===== src/design/mbh_pkg.sv =====
// ----------------------------------------------------------------------------
// mbh_pkg
// Types, codes and constants shared by the histogram core and its remainder
// unit.
// ----------------------------------------------------------------------------
package mbh_pkg;

  localparam int unsigned MAX_BINS_DEF = 16;
  localparam int unsigned CNT_W        = 5;
  localparam int unsigned BIN_IDX_W    = 4;
  localparam int unsigned VAL_W        = 32;
  localparam int unsigned ACT_W        = 2;
  localparam int unsigned ST_W         = 2;
  localparam int unsigned CFG_AW       = 3;
  localparam int unsigned CFG_DW       = 32;
  localparam int unsigned DIG_W        = 4;
  localparam int unsigned MOD_STEPS    = VAL_W / DIG_W;
  localparam int unsigned STEP_W       = $clog2(MOD_STEPS);

  localparam logic [CNT_W-1:0] BIN_COUNT_RST = CNT_W'(10);

  // request actions
  localparam logic [ACT_W-1:0] ACT_ADD   = ACT_W'(0);
  localparam logic [ACT_W-1:0] ACT_CLEAR = ACT_W'(1);
  localparam logic [ACT_W-1:0] ACT_DUMP  = ACT_W'(2);

  // result status
  localparam logic [ST_W-1:0] ST_COUNTED  = ST_W'(0);
  localparam logic [ST_W-1:0] ST_REJECTED = ST_W'(1);
  localparam logic [ST_W-1:0] ST_CLEARED  = ST_W'(2);
  localparam logic [ST_W-1:0] ST_DUMP     = ST_W'(3);

  // register word index
  localparam logic REG_BIN_COUNT = 1'b0;

  typedef struct packed {
    logic [ACT_W-1:0] action;
    logic [VAL_W-1:0] sample_bits;
  } in_item_t;

  typedef struct packed {
    logic [ST_W-1:0]      status;
    logic [BIN_IDX_W-1:0] bin_index;
    logic [VAL_W-1:0]     bin_value;
    logic                 last;
  } out_item_t;

endpackage


===== src/design/modulo_bin_histogram_core.sv =====
// ----------------------------------------------------------------------------
// modulo_bin_histogram_core
// Histogram engine: float samples truncated to an integer bin modulo the
// bin count, saturating counters in a synchronous memory, clear and dump.
// ----------------------------------------------------------------------------
// add: remainder unit, then read-modify-write of the counter memory;
//   one request at a time; a value equal to the bin count goes to the last bin
// rejected sample and clear: one result; dump: one result per bin in use
// reset clears the control state and all bin valid bits (bins read as zero)
//   at once, with no clearing pass; bin_count resets to 10
// ----------------------------------------------------------------------------
module modulo_bin_histogram_core #(
  parameter int unsigned MAX_BINS = mbh_pkg::MAX_BINS_DEF
) (
  input  logic                         clk,
  input  logic                         rst_n,
  input  logic                         in_valid,
  output logic                         in_ready,
  input  mbh_pkg::in_item_t            in_data,
  output logic                         out_valid,
  input  logic                         out_ready,
  output mbh_pkg::out_item_t           out_data,
  input  logic                         cfg_psel,
  input  logic                         cfg_penable,
  input  logic                         cfg_pwrite,
  input  logic [mbh_pkg::CFG_AW-1:0]   cfg_paddr,
  input  logic [mbh_pkg::CFG_DW-1:0]   cfg_pwdata,
  output logic [mbh_pkg::CFG_DW-1:0]   cfg_prdata,
  output logic                         cfg_pready
);
  import mbh_pkg::*;

  localparam int unsigned IDX_W = (MAX_BINS > 1) ? $clog2(MAX_BINS) : 1;
  localparam int unsigned CMP_W = (IDX_W > CNT_W) ? IDX_W : CNT_W;

  typedef enum logic [6:0] {
    S_IDLE = 7'b0000001,
    S_MOD  = 7'b0000010,
    S_RD   = 7'b0000100,
    S_WB   = 7'b0001000,
    S_OUT  = 7'b0010000,
    S_DRD  = 7'b0100000,
    S_DOUT = 7'b1000000
  } state_t;

  state_t              state_r, state_nxt;
  logic [IDX_W-1:0]    addr_r, addr_nxt;
  logic                eq_r, eq_nxt;
  out_item_t           res_r, res_nxt;
  out_item_t           out_r, out_nxt;
  logic                out_valid_r, out_valid_nxt;
  logic [MAX_BINS-1:0] vld_r, vld_nxt;
  logic [CNT_W-1:0]    bc_r, bc_nxt;
  logic [VAL_W-1:0]    rdata_r;
  logic [VAL_W-1:0]    mem [MAX_BINS];

  logic [CNT_W-1:0]    n_eff;
  logic                cfg_wr;
  logic                out_free;
  logic                push;
  out_item_t           push_item;
  logic                rd_en, wr_en;
  logic [VAL_W-1:0]    cur_val, inc_val;
  logic                dump_last;

  logic                smp_sign;
  logic [7:0]          smp_expo;
  logic [7:0]          smp_e;
  logic [VAL_W-1:0]    smp_mant;
  logic [VAL_W-1:0]    smp_t;
  logic                smp_rej;

  logic                mod_start;
  logic                mod_done;
  logic [CNT_W-1:0]    mod_rem;

  // configuration
  assign cfg_wr     = cfg_psel && cfg_penable && cfg_pwrite && cfg_pready;
  assign cfg_pready = 1'b1;
  assign cfg_prdata = (cfg_paddr[2] == REG_BIN_COUNT) ? CFG_DW'(bc_r) : '0;

  always_comb begin
    bc_nxt = bc_r;
    if (cfg_wr && (cfg_paddr[2] == REG_BIN_COUNT)) begin
      bc_nxt = cfg_pwdata[CNT_W-1:0];
    end
  end

  always_comb begin
    if (bc_r == '0) begin
      n_eff = CNT_W'(1);
    end else if (32'(bc_r) > MAX_BINS) begin
      n_eff = CNT_W'(MAX_BINS);
    end else begin
      n_eff = bc_r;
    end
  end

  // float to integer, truncated toward zero
  always_comb begin
    smp_sign = in_data.sample_bits[31];
    smp_expo = in_data.sample_bits[30:23];
    smp_e    = smp_expo - 8'd127;
    smp_mant = {8'b0, 1'b1, in_data.sample_bits[22:0]};
    smp_rej  = (smp_expo == 8'hFF)
            || ((smp_expo >= 8'd127) && smp_sign)
            || (smp_expo >= 8'd158);
    if (smp_expo < 8'd127) begin
      smp_t = '0;
    end else if (smp_e >= 8'd23) begin
      smp_t = smp_mant << (smp_e[4:0] - 5'd23);
    end else begin
      smp_t = smp_mant >> (5'd23 - smp_e[4:0]);
    end
  end

  mbh_mod u_mod (
    .clk      (clk),
    .rst_n    (rst_n),
    .start    (mod_start),
    .dividend (smp_t),
    .divisor  (n_eff),
    .done     (mod_done),
    .rem      (mod_rem)
  );

  assign cur_val   = vld_r[addr_r] ? rdata_r : '0;
  assign inc_val   = (cur_val == '1) ? cur_val : cur_val + VAL_W'(1);
  assign dump_last = (CMP_W'(addr_r) == CMP_W'(n_eff - 1'b1));
  assign out_free  = !out_valid_r || out_ready;
  assign in_ready  = (state_r == S_IDLE);

  always_comb begin
    state_nxt = state_r;
    addr_nxt  = addr_r;
    eq_nxt    = eq_r;
    res_nxt   = res_r;
    vld_nxt   = vld_r;
    push      = 1'b0;
    push_item = res_r;
    mod_start = 1'b0;
    rd_en     = 1'b0;
    wr_en     = 1'b0;
    unique case (state_r)
      S_IDLE: begin
        if (in_valid) begin
          unique case (in_data.action)
            ACT_ADD: begin
              if (smp_rej) begin
                res_nxt.status    = ST_REJECTED;
                res_nxt.bin_index = '0;
                res_nxt.bin_value = '0;
                res_nxt.last      = 1'b1;
                state_nxt         = S_OUT;
              end else begin
                mod_start = 1'b1;
                eq_nxt    = (smp_t == VAL_W'(n_eff));
                state_nxt = S_MOD;
              end
            end
            ACT_CLEAR: begin
              vld_nxt           = '0;
              res_nxt.status    = ST_CLEARED;
              res_nxt.bin_index = '0;
              res_nxt.bin_value = '0;
              res_nxt.last      = 1'b1;
              state_nxt         = S_OUT;
            end
            ACT_DUMP: begin
              addr_nxt  = '0;
              state_nxt = S_DRD;
            end
            default: ;
          endcase
        end
      end
      S_MOD: begin
        if (mod_done) begin
          addr_nxt  = eq_r ? IDX_W'(n_eff - 1'b1) : IDX_W'(mod_rem);
          state_nxt = S_RD;
        end
      end
      S_RD: begin
        rd_en     = 1'b1;
        state_nxt = S_WB;
      end
      S_WB: begin
        wr_en             = 1'b1;
        vld_nxt[addr_r]   = 1'b1;
        res_nxt.status    = ST_COUNTED;
        res_nxt.bin_index = BIN_IDX_W'(addr_r);
        res_nxt.bin_value = inc_val;
        res_nxt.last      = 1'b1;
        state_nxt         = S_OUT;
      end
      S_OUT: begin
        if (out_free) begin
          push      = 1'b1;
          state_nxt = S_IDLE;
        end
      end
      S_DRD: begin
        rd_en     = 1'b1;
        state_nxt = S_DOUT;
      end
      S_DOUT: begin
        push_item.status    = ST_DUMP;
        push_item.bin_index = BIN_IDX_W'(addr_r);
        push_item.bin_value = cur_val;
        push_item.last      = dump_last;
        if (out_free) begin
          push = 1'b1;
          if (dump_last) begin
            state_nxt = S_IDLE;
          end else begin
            addr_nxt  = IDX_W'(addr_r + 1'b1);
            state_nxt = S_DRD;
          end
        end
      end
      default: state_nxt = S_IDLE;
    endcase
  end

  // output register
  always_comb begin
    out_nxt       = out_r;
    out_valid_nxt = out_valid_r;
    if (push) begin
      out_nxt       = push_item;
      out_valid_nxt = 1'b1;
    end else if (out_ready) begin
      out_valid_nxt = 1'b0;
    end
  end

  always_ff @(posedge clk) begin
    if (!rst_n) begin
      state_r     <= S_IDLE;
      out_valid_r <= 1'b0;
      vld_r       <= '0;
      bc_r        <= BIN_COUNT_RST;
    end else begin
      state_r     <= state_nxt;
      out_valid_r <= out_valid_nxt;
      vld_r       <= vld_nxt;
      bc_r        <= bc_nxt;
    end
    addr_r <= addr_nxt;
    eq_r   <= eq_nxt;
    res_r  <= res_nxt;
    out_r  <= out_nxt;
  end

  // counter memory
  always_ff @(posedge clk) begin
    if (wr_en) begin
      mem[addr_r] <= inc_val;
    end
    if (rd_en) begin
      rdata_r <= mem[addr_r];
    end
  end

  assign out_valid = out_valid_r;
  assign out_data  = out_r;

endmodule


===== src/design/mbh_mod.sv =====
// ----------------------------------------------------------------------------
// mbh_mod
// Iterative remainder unit: reduces a 32-bit value modulo a small divisor,
// four dividend bits per cycle, most significant first.
// ----------------------------------------------------------------------------
module mbh_mod (
  input  logic                        clk,
  input  logic                        rst_n,
  input  logic                        start,
  input  logic [mbh_pkg::VAL_W-1:0]   dividend,
  input  logic [mbh_pkg::CNT_W-1:0]   divisor,
  output logic                        done,
  output logic [mbh_pkg::CNT_W-1:0]   rem
);
  import mbh_pkg::*;

  logic                busy_r, busy_nxt;
  logic                done_r, done_nxt;
  logic [STEP_W-1:0]   cnt_r, cnt_nxt;
  logic [VAL_W-1:0]    quo_r, quo_nxt;
  logic [CNT_W-1:0]    rem_r, rem_nxt;

  always_comb begin
    logic [CNT_W:0] acc;
    busy_nxt = busy_r;
    done_nxt = 1'b0;
    cnt_nxt  = cnt_r;
    quo_nxt  = quo_r;
    rem_nxt  = rem_r;
    acc      = '0;
    if (start) begin
      busy_nxt = 1'b1;
      cnt_nxt  = '0;
      quo_nxt  = dividend;
      rem_nxt  = '0;
    end else if (busy_r) begin
      acc = {1'b0, rem_r};
      for (int k = 0; k < DIG_W; k++) begin
        acc = {acc[CNT_W-1:0], quo_r[VAL_W-1-k]};
        if (acc >= {1'b0, divisor}) begin
          acc = acc - {1'b0, divisor};
        end
      end
      rem_nxt = acc[CNT_W-1:0];
      quo_nxt = quo_r << DIG_W;
      cnt_nxt = cnt_r + 1'b1;
      if (cnt_r == STEP_W'(MOD_STEPS - 1)) begin
        busy_nxt = 1'b0;
        done_nxt = 1'b1;
      end
    end
  end

  always_ff @(posedge clk) begin
    if (!rst_n) begin
      busy_r <= 1'b0;
      done_r <= 1'b0;
      cnt_r  <= '0;
    end else begin
      busy_r <= busy_nxt;
      done_r <= done_nxt;
      cnt_r  <= cnt_nxt;
    end
    quo_r <= quo_nxt;
    rem_r <= rem_nxt;
  end

  assign done = done_r;
  assign rem  = rem_r;

endmodule


===== config.mk =====
export PLATFORM = sky130hd
export DESIGN_NAME = modulo_bin_histogram_core
export DESIGN_NICKNAME = d
export VERILOG_FILES = /design/src/design/mbh_pkg.sv /design/src/design/modulo_bin_histogram_core.sv /design/src/design/mbh_mod.sv
export SDC_FILE = /design/constraint.sdc
export NUM_CORES = 1
export LEC_CHECK = 0
export ABC_CLOCK_PERIOD_IN_PS = 6600
export BUFFER_PORTS_ARGS = -buffer_cell sky130_fd_sc_hd__buf_2
export CAP_MARGIN = 20
export CELL_PAD_IN_SITES_DETAIL_PLACEMENT = 0
export CELL_PAD_IN_SITES_GLOBAL_PLACEMENT = 1
export CORE_ASPECT_RATIO = 0.75
export CORE_UTILIZATION = 32
export CTS_CLUSTER_DIAMETER = 80
export CTS_CLUSTER_SIZE = 20
export DETAILED_ROUTE_END_ITERATION = 10
export GPL_TIMING_DRIVEN = 0
export PLACE_DENSITY_LB_ADDON = 0.1
export REMOVE_ABC_BUFFERS = 1
export SYNTH_ARGS = -nofsm -noshare
export SYNTH_HDL_FRONTEND = slang
export SYNTH_SLANG_ARGS = --single-unit

===== constraint.sdc =====
create_clock -name clk -period 6.6 [get_ports clk]
set_input_delay 0.99 -clock clk [delete_from_list [all_inputs] [get_ports clk]]
set_output_delay 0.99 -clock clk [all_outputs]
set_load 0.01 [all_outputs]

# Yosys cells after proc, flatten, opt, wreduce, memory -nomap -nowiden
# Memories as Yosys holds them, arrays and structs flattened. A register that Yosys moved wholly into a read port is not among the register bits.
# Cells that the tools add are included.
[totals]
register_bits = 154
latch_bits = 0
ramBits = 512
mem_bits_ro = 0
inputBits = 76
out_inout_bits = 74
n_memories = 1
[mem_list]
columns = ["name", "words", "width", "rd", "rd_ports_with_merged_regs", "wr", "line", "source"]
rows = [
  ["mem", 16, 32, 1, 1, 1, "modulo_bin_histogram_core.sv:55", "logic [VAL_W-1:0] mem [MAX_BINS];"],
]
[op_classes]
addsub = 11
mul = 0
div = 0
magnitude_cmp = 11
eq_ne = 24
n_shift = 2
mux = 62
bitwise = 5
n_reduce_logical = 24
[op_table]
columns = ["operator", "n"]
rows = [
  ["$mux W32", 6],
  ["$pmux W39 S2", 2],
  ["$mux W39", 2],
  ["$mux W5", 14],
  ["$pmux W7 S7", 1],
  ["$mux W37", 1],
  ["$add A32 B1 Y32 const B", 1],
  ["$eq A32 B32 Y1 const B", 1],
  ["$eq A32 B5 Y1", 1],
  ["$mux W16", 2],
  ["$pmux W16 S2", 1],
  ["$shl A24 B5 Y32", 1],
  ["$shr A24 B5 Y32", 1],
  ["$mux W7", 4],
  ["$ge A6 B5 Y1", 4],
  ["$mux W4", 6],
  ["$pmux W7 S3", 1],
  ["$sub A5 B5 Y5", 4],
  ["$mux W1", 18],
  ["$or A16 B16 Y16", 1],
  ["$pmux W4 S3", 1],
  ["$eq A8 B8 Y1 const B", 1],
  ["$ge A8 B5 Y1 const B", 1],
  ["$ge A8 B7 Y1 const B", 1],
  ["44 further kinds", 63],
]

# Logic depth before layout (Yosys ltp)
[logic_depth]
ltp_word = 19
ltp_mapped = 37
ltp_nobuf = 36

# Hierarchy
# A second synthesis with hierarchy kept.
[hier_totals]
hier_cells = 2087
area_unflattened_um2 = 32406.1
[by_module_without_submodules]
columns = ["mod", "instances", "cells_each", "area_each_um2", "seq_area_each_um2"]
rows = [
  ["modulo_bin_histogram_core", 1, 1859, 29697.2, 19378.6],
  ["mbh_mod", 1, 228, 2708.8, 1161.1],
]

# Worst setup path before layout
# OpenSTA, ideal clock, no wires.
[synth_timing]
path_kind = "reg2reg"
start = "register bc_r[4]"
end = "register u_mod.rem_r[0] (netlist: u_mod.rem[0])"
arrival_time_ns = 6.553
path_slack_ns = -0.068
stages_incl_launch_ff = 35
path_buffers = 1
period_less_slack_ns = 6.668
cell_sequence = "dfxtp_1 > clkbuf_1 > inv_1 > o21ai_1 > inv_1 > ha_1 > inv_1 > fa_1 > a21o_1 > a22o_1 > or2_1 > mux2_2 > ha_1 > nor2b_1 > o21a_1 > o21a_1 > nor3_1 > mux2i_1 > ha_1 > nor2b_1 > o21ai_0 > nand2b_1 > o22ai_1 > o211ai_2 > nor2_1 > a21oi_1 > fa_1 > a21oi_1 > nor2b_1 > o21ai_0 > nand2b_1 > a21oi_1 > o21ai_1 > o311a_1 > o21a_1"
[synth_between]
elab_chain_cells = 17
elab_cells_between_ends = 22
classes_between = "4 x add/sub; 5 x order compare; 12 x mux; 1 x reduce/logical"
[synth_lines]
columns = ["item", "line", "source"]
rows = [
  ["start, declared", "modulo_bin_histogram_core.sv:53", "logic [CNT_W-1:0] bc_r, bc_nxt;"],
  ["start signal, assigned", "modulo_bin_histogram_core.sv:247", "bc_r <= bc_nxt;"],
  ["$gt A5 B5 Y1", "modulo_bin_histogram_core.sv:92", "end else if (32'(bc_r) > MAX_BINS) begin"],
  ["$mux W5", "modulo_bin_histogram_core.sv:92", ""],
  ["$mux W5 (*)", "modulo_bin_histogram_core.sv:90", "if (bc_r == '0) begin"],
  ["$sub A5 B5 Y5 or $ge A6 B5 Y1 (tied branches)", "mbh_mod.sv:41, mbh_mod.sv:40", ""],
  ["$mux W5", "mbh_mod.sv:40", "if (acc >= {1'b0, divisor}) begin"],
  ["$mux W5", "mbh_mod.sv:36", "end else if (busy_r) begin"],
  ["$mux W5", "mbh_mod.sv:31", "if (start) begin"],
  ["$sub A5 B5 Y5 or $ge A6 B5 Y1 (tied branches)", "mbh_mod.sv:41, mbh_mod.sv:40", ""],
  ["$mux W5", "mbh_mod.sv:40", ""],
  ["$mux W5", "mbh_mod.sv:36", ""],
  ["$mux W5", "mbh_mod.sv:31", ""],
  ["$sub A5 B5 Y5 or $ge A6 B5 Y1 (tied branches)", "mbh_mod.sv:41, mbh_mod.sv:40", ""],
  ["$mux W5", "mbh_mod.sv:40", ""],
  ["$mux W5", "mbh_mod.sv:36", ""],
  ["$mux W5", "mbh_mod.sv:31", ""],
  ["$ge A6 B5 Y1", "mbh_mod.sv:40", ""],
  ["$mux W5 (*)", "mbh_mod.sv:40", ""],
  ["end signal, assigned", "mbh_mod.sv:65", "rem_r <= rem_nxt;"],
  ["end, declared", "mbh_mod.sv:21", "logic [CNT_W-1:0] rem_r, rem_nxt;"],
]
# Mark *: on every way between the ends. The rest lies on a longest branch, timed or not. The select of a mux whose other input is x is not followed.
# A chain may end at the register's enable or synchronous reset.

# Final worst setup path
[layout_timing]
start = "register bc_r[2]"
end = "register u_mod.rem_r[3] (netlist: u_mod.rem[3])"
[layout_between]
elab_chain_cells = 17
elab_cells_between_ends = 22
classes_between = "4 x add/sub; 5 x order compare; 12 x mux; 1 x reduce/logical"
[layout_lines]
columns = ["item", "line"]
rows = [
  ["$gt A5 B5 Y1", "modulo_bin_histogram_core.sv:92"],
  ["$mux W5", "modulo_bin_histogram_core.sv:92"],
  ["$mux W5 (*)", "modulo_bin_histogram_core.sv:90"],
  ["$sub A5 B5 Y5 or $ge A6 B5 Y1 (tied branches)", "mbh_mod.sv:41, mbh_mod.sv:40"],
  ["$mux W5", "mbh_mod.sv:40"],
  ["$mux W5", "mbh_mod.sv:36"],
  ["$mux W5", "mbh_mod.sv:31"],
  ["$sub A5 B5 Y5 or $ge A6 B5 Y1 (tied branches)", "mbh_mod.sv:41, mbh_mod.sv:40"],
  ["$mux W5", "mbh_mod.sv:40"],
  ["$mux W5", "mbh_mod.sv:36"],
  ["$mux W5", "mbh_mod.sv:31"],
  ["$sub A5 B5 Y5 or $ge A6 B5 Y1 (tied branches)", "mbh_mod.sv:41, mbh_mod.sv:40"],
  ["$mux W5", "mbh_mod.sv:40"],
  ["$mux W5", "mbh_mod.sv:36"],
  ["$mux W5", "mbh_mod.sv:31"],
  ["$sub A5 B5 Y5 or $ge A6 B5 Y1 (tied branches)", "mbh_mod.sv:41, mbh_mod.sv:40"],
  ["$mux W5 (*)", "mbh_mod.sv:40"],
]
# Marks and branches as above.

==> flow_results.xml <==
<?xml version="1.0" encoding="UTF-8"?>
<metrics>
  <group name="synthesis">
    <metric name="yosysWarningCount" unit="">0</metric>
    <metric name="async_flop_share" unit="">0</metric>
    <metric name="synth_area" unit="um2">31860</metric>
    <metric name="synth_enable_flop_cells" unit="">658</metric>
    <metric name="post_synth.cell_area_avg" unit="um2">15.11</metric>
    <metric name="netlist-cell-type-count" unit="">89</metric>
    <metric name="mapped_cells" unit="">2109</metric>
    <metric name="synth.yosys.seq_area_share" unit="">0.6447</metric>
    <metric name="synth_seq_cells" unit="">697</metric>
    <metric name="dominantRegCellSynth" unit="">sky130_fd_sc_hd__edfxtp_1</metric>
  </group>
  <group name="critical_path">
    <metric name="critical_path_class" unit="">reg2reg</metric>
    <metric name="slowest_library_cell_on_the_worst_path" unit="">sky130_fd_sc_hd__fa_2</metric>
    <metric name="r2r_setup_slack" unit="ns">-0.08</metric>
    <metric name="timing.critical_path.to_type" unit="">register</metric>
    <metric name="setup.worst_path.start_class" unit="">register</metric>
    <metric name="critical_path.reg2reg.endpoint" unit="">u_mod.rem[3]$_SDFFE_PP0P_</metric>
    <metric name="rr_worst_depth" unit="">34</metric>
    <metric name="worst-endpoint-arrival" unit="ns">7.13</metric>
    <metric name="critPathMaxFanout" unit="">5</metric>
    <metric name="critPathRequiredTime" unit="ns">7.05</metric>
    <metric name="r2r-start" unit="">bc_r[2]$_SDFFE_PN0P_</metric>
    <metric name="cpMostUsedCell" unit="">sky130_fd_sc_hd__ha_4</metric>
    <metric name="crit_path_max_incr_delay" unit="ns">0.40</metric>
  </group>
  <group name="sta">
    <metric name="max_freq" unit="MHz">149.6</metric>
    <metric name="rsz0062_at_grt" unit="">true</metric>
    <metric name="final_min_period_over_clock_period" unit="">1.012</metric>
    <metric name="finalHoldViolCount" unit="">0</metric>
    <metric name="setup_viol" unit="">4</metric>
    <metric name="worst_max_slew_pin_slew" unit="ns">1.166</metric>
    <metric name="worst_hold_margin" unit="ns">0.4718</metric>
    <metric name="period_needed" unit="ns">6.682</metric>
    <metric name="finalMaxSlewViolations" unit="">0</metric>
    <metric name="fin_worst_skew" unit="ns">0.03216</metric>
    <metric name="final.setup.worst_slack" unit="ns">-0.08248</metric>
    <metric name="slew_headroom" unit="">0.2200</metric>
  </group>
  <group name="cts">
    <metric name="clkSinkCount" unit="">697</metric>
    <metric name="cts_tree" unit="">done</metric>
    <metric name="cts_made_buffers" unit="">42</metric>
    <metric name="clock_pin_slew_on_the_worst_setup_and_hold_paths" unit="ns">0.09</metric>
    <metric name="clk_latency" unit="ns">0.61</metric>
    <metric name="clock_tree_buf_depth" unit="">3</metric>
    <metric name="clock-root-buffer" unit="">sky130_fd_sc_hd__clkbuf_16</metric>
    <metric name="max_h_tree_level" unit="">2</metric>
  </group>
  <group name="outcome">
    <metric name="run_status" unit="">finished with violations</metric>
    <metric name="violations" unit="">negative setup slack</metric>
  </group>
  <group name="detailed_routing">
    <metric name="totalWireLength" unit="mm">91.98</metric>
    <metric name="per_cell_via_count_in_the_routed_design" unit="">5.298</metric>
    <metric name="dr_total_vias" unit="">19050</metric>
    <metric name="initial_drt_markers" unit="">1667</metric>
    <metric name="firstDrtPassIters" unit="">5</metric>
    <metric name="wire_per_inst" unit="um">25.58</metric>
    <metric name="drtAntennaViolNets" unit="">0</metric>
    <metric name="drcViolationCount" unit="">0</metric>
  </group>
  <group name="grt">
    <metric name="grt-ovfl-total" unit="">0</metric>
    <metric name="grt_max_degree" unit="">67</metric>
    <metric name="grt_use_total" unit="">0.1817</metric>
    <metric name="first_global_vias" unit="">19450</metric>
    <metric name="number_of_antenna_violations_at_the_first_check_in_global_routing" unit="">2</metric>
    <metric name="grt_pass1_wl" unit="mm">134.8</metric>
  </group>
  <group name="min_path">
    <metric name="worstHoldPathType" unit="">reg2reg</metric>
    <metric name="worst_hold_path.endpoint" unit="">vld_r[14]$_SDFFE_PN0P_</metric>
    <metric name="min_delay_path_depth" unit="">2</metric>
    <metric name="timing.hold.worst.start" unit="">vld_r[14]$_SDFFE_PN0P_</metric>
  </group>
  <group name="floorplan">
    <metric name="boundaryPins" unit="">150</metric>
    <metric name="floorplan.core_area" unit="um2">97980</metric>
    <metric name="die_height" unit="um">275.3</metric>
    <metric name="effective_utilization_at_floorplan" unit="">0.3252</metric>
    <metric name="chipWidth" unit="um">366.4</metric>
    <metric name="floorplan.rows" unit="">99</metric>
    <metric name="dieArea" unit="um2">100800</metric>
  </group>
  <group name="cells_and_area">
    <metric name="leading_cell_type_in_the_layout_fill_and_taps_excluded" unit="">sky130_fd_sc_hd__edfxtp_1</metric>
    <metric name="fillerInstances" unit="">9138</metric>
    <metric name="layout.cells.most_common_list" unit="">sky130_fd_sc_hd__edfxtp_1, sky130_fd_sc_hd__nand2_1, sky130_fd_sc_hd__mux4_2</metric>
    <metric name="share_of_final_layout_standard_cells_stronger_than_drive_strength_1" unit="">0.2479</metric>
    <metric name="multi_input_area" unit="um2">11030</metric>
    <metric name="count_of_inserted_antenna_diode_cells" unit="">0</metric>
    <metric name="area_of_all_placed_cells_without_fillers" unit="um2">37170</metric>
    <metric name="area.growth.synth_to_final" unit="%">16.67</metric>
    <metric name="nets" unit="">2382</metric>
    <metric name="final-seq-area" unit="um2">20550</metric>
  </group>
  <group name="power">
    <metric name="powerDensity" unit="nW/um2">311.7</metric>
    <metric name="irDropWorstVdd" unit="mV">0.5442</metric>
    <metric name="static-leakage-power" unit="nW">12.23</metric>
  </group>
  <group name="job">
    <metric name="drv_cap" unit="">0</metric>
  </group>
  <group name="place">
    <metric name="placedInstanceArea" unit="um2">35360</metric>
    <metric name="final_hpwl_from_detailed_placement" unit="mm">64.83</metric>
    <metric name="gp_routability_congestion" unit="">0.8766</metric>
    <metric name="numPortBuffers" unit="">92</metric>
  </group>
</metrics>
state kept, by name (all words and copies together), names as in the netlist:
| register | count |
|---|---|
| addr_r | 4 |
| bc_r | 5 |
| eq_r | 1 |
| mem | 512 |
| out_data | 39 |
| out_valid | 1 |
| rdata_r | 32 |
| res_r | 38 |
| state_r | 7 |
| u_mod.busy_r | 1 |
| u_mod.cnt_r | 3 |
| u_mod.done | 1 |
| u_mod.quo_r | 32 |
| u_mod.rem | 5 |
| vld_r | 16 |
cell type report:
class / count / share of cell area
inverters: 34 / 0.003433
well taps: 1313 / 0.04420
flip-flops and latches: 697 / 0.5529
clock buffers: 54 / 0.03006
repair buffers: 228 / 0.07022
clock inverters: 7 / 0.002356
multi-input cells: 1263 / 0.2968
where the power goes:
part	leakage, nW	total [mW]	switching, mW	internal (mW)
Clock	0.583	2.69	1.48	1.21
Combinational	5.43	3.87	2.02	1.85
Sequential	6.22	5.03	0.0683	4.96
worst max path at each step:
stage	start	end	slack [ns]	depth (start not counted)
after floorplan	addr_r[0]$_DFFE_PP_	mem[0][19]$_DFFE_PP_	-2.27	14
after global placement	addr_r[0]$_DFFE_PP_	mem[3][17]$_DFFE_PP_	-9.41	3
after detailed placement	bc_r[4]$_SDFFE_PN0P_	u_mod.rem[4]$_SDFFE_PP0P_	-1.60	35
after CTS	bc_r[3]$_SDFFE_PN1P_	u_mod.rem[4]$_SDFFE_PP0P_	-0.01	33
after global routing	bc_r[2]$_SDFFE_PN0P_	u_mod.rem[4]$_SDFFE_PP0P_	-0.39	33
final	bc_r[2]$_SDFFE_PN0P_	u_mod.rem[3]$_SDFFE_PP0P_	-0.08	34
worst max-delay path: cells and delay by family, from the launching register on:
family,cells,cell delay (ns)
mux,4,1.17
compound gates,12,1.77
simple gates,8,1.28
buf+inv,5,0.53
flops,1,0.36
fa+ha+maj,5,1.42
kinds of logic after synthesis:
kind of cell | Yosys count | share of synthesized area
AOI/OAI and AO/OA | 288 | 0.05993
other | 2 | 0.0002357
and+or+nand+nor | 590 | 0.08526
DFF | 697 | 0.6447
muxes | 257 | 0.1500
xor gates and xnor gates | 60 | 0.01791
buffers and inverters | 175 | 0.02537
adders and majority gates | 40 | 0.01665
cell usage after synthesis (all sizes together), types with 13 or more instances:
cell | number | area, um2
edfxtp | 658 | 19760
nand2 | 197 | 739.5
nor2 | 179 | 676.9
mux4 | 173 | 3896
buf | 78 | 444.2
o21ai | 69 | 356.6
a21oi | 65 | 325.3
clkbuf | 63 | 236.5
mux2i | 54 | 540.5
nand3 | 53 | 270.3
dfxtp | 39 | 780.8
ha | 36 | 450.4
inv | 33 | 123.9
xnor2 | 32 | 310.3
mux2 | 30 | 341.6
nor3 | 29 | 150.1
nor2b | 28 | 175.2
xor2 | 28 | 260.3
o22ai | 23 | 143.9
nand2b | 19 | 118.9
a31oi | 16 | 100.1
and2 | 16 | 100.1
nand4 | 15 | 93.84
a22oi | 13 | 97.59
through the flow:
step	total power, mW	setup slack [ns]	TNS, ns	instances	util
5_1_grt	12.18	-0.3852	-1.564	3596	0.3794
2_1_floorplan	7.236	-2.268	-1636.06	1994	-
3_3_place_gp	8.026	-9.407	-8407.72	3399	0.3407
6_report	11.59	-0.08248	-0.2357	3596	0.3794
4_1_cts	11.33	-0.01015	-0.01015	3570	0.3762
3_5_place_dp	8.088	-1.596	-17.92	3493	0.3609
repair_timing:
action                                  CTS  global route
hold buffers                              0             0
endpoints found under the setup margin  135           150
setup buffers                            16            18
resized for setup                        45            25
pin swaps                                13            21
routing by layer:
metal  up-vias  track usage  part of all wire
met5         -            0                 0
met4         0      0.02973             0.013
met3        76      0.02842             0.050
met2       449       0.2836              0.45
met1     10060       0.2710              0.48
li1       8462            -                 -
No activity file was read; power rests on OpenSTA's default activity.
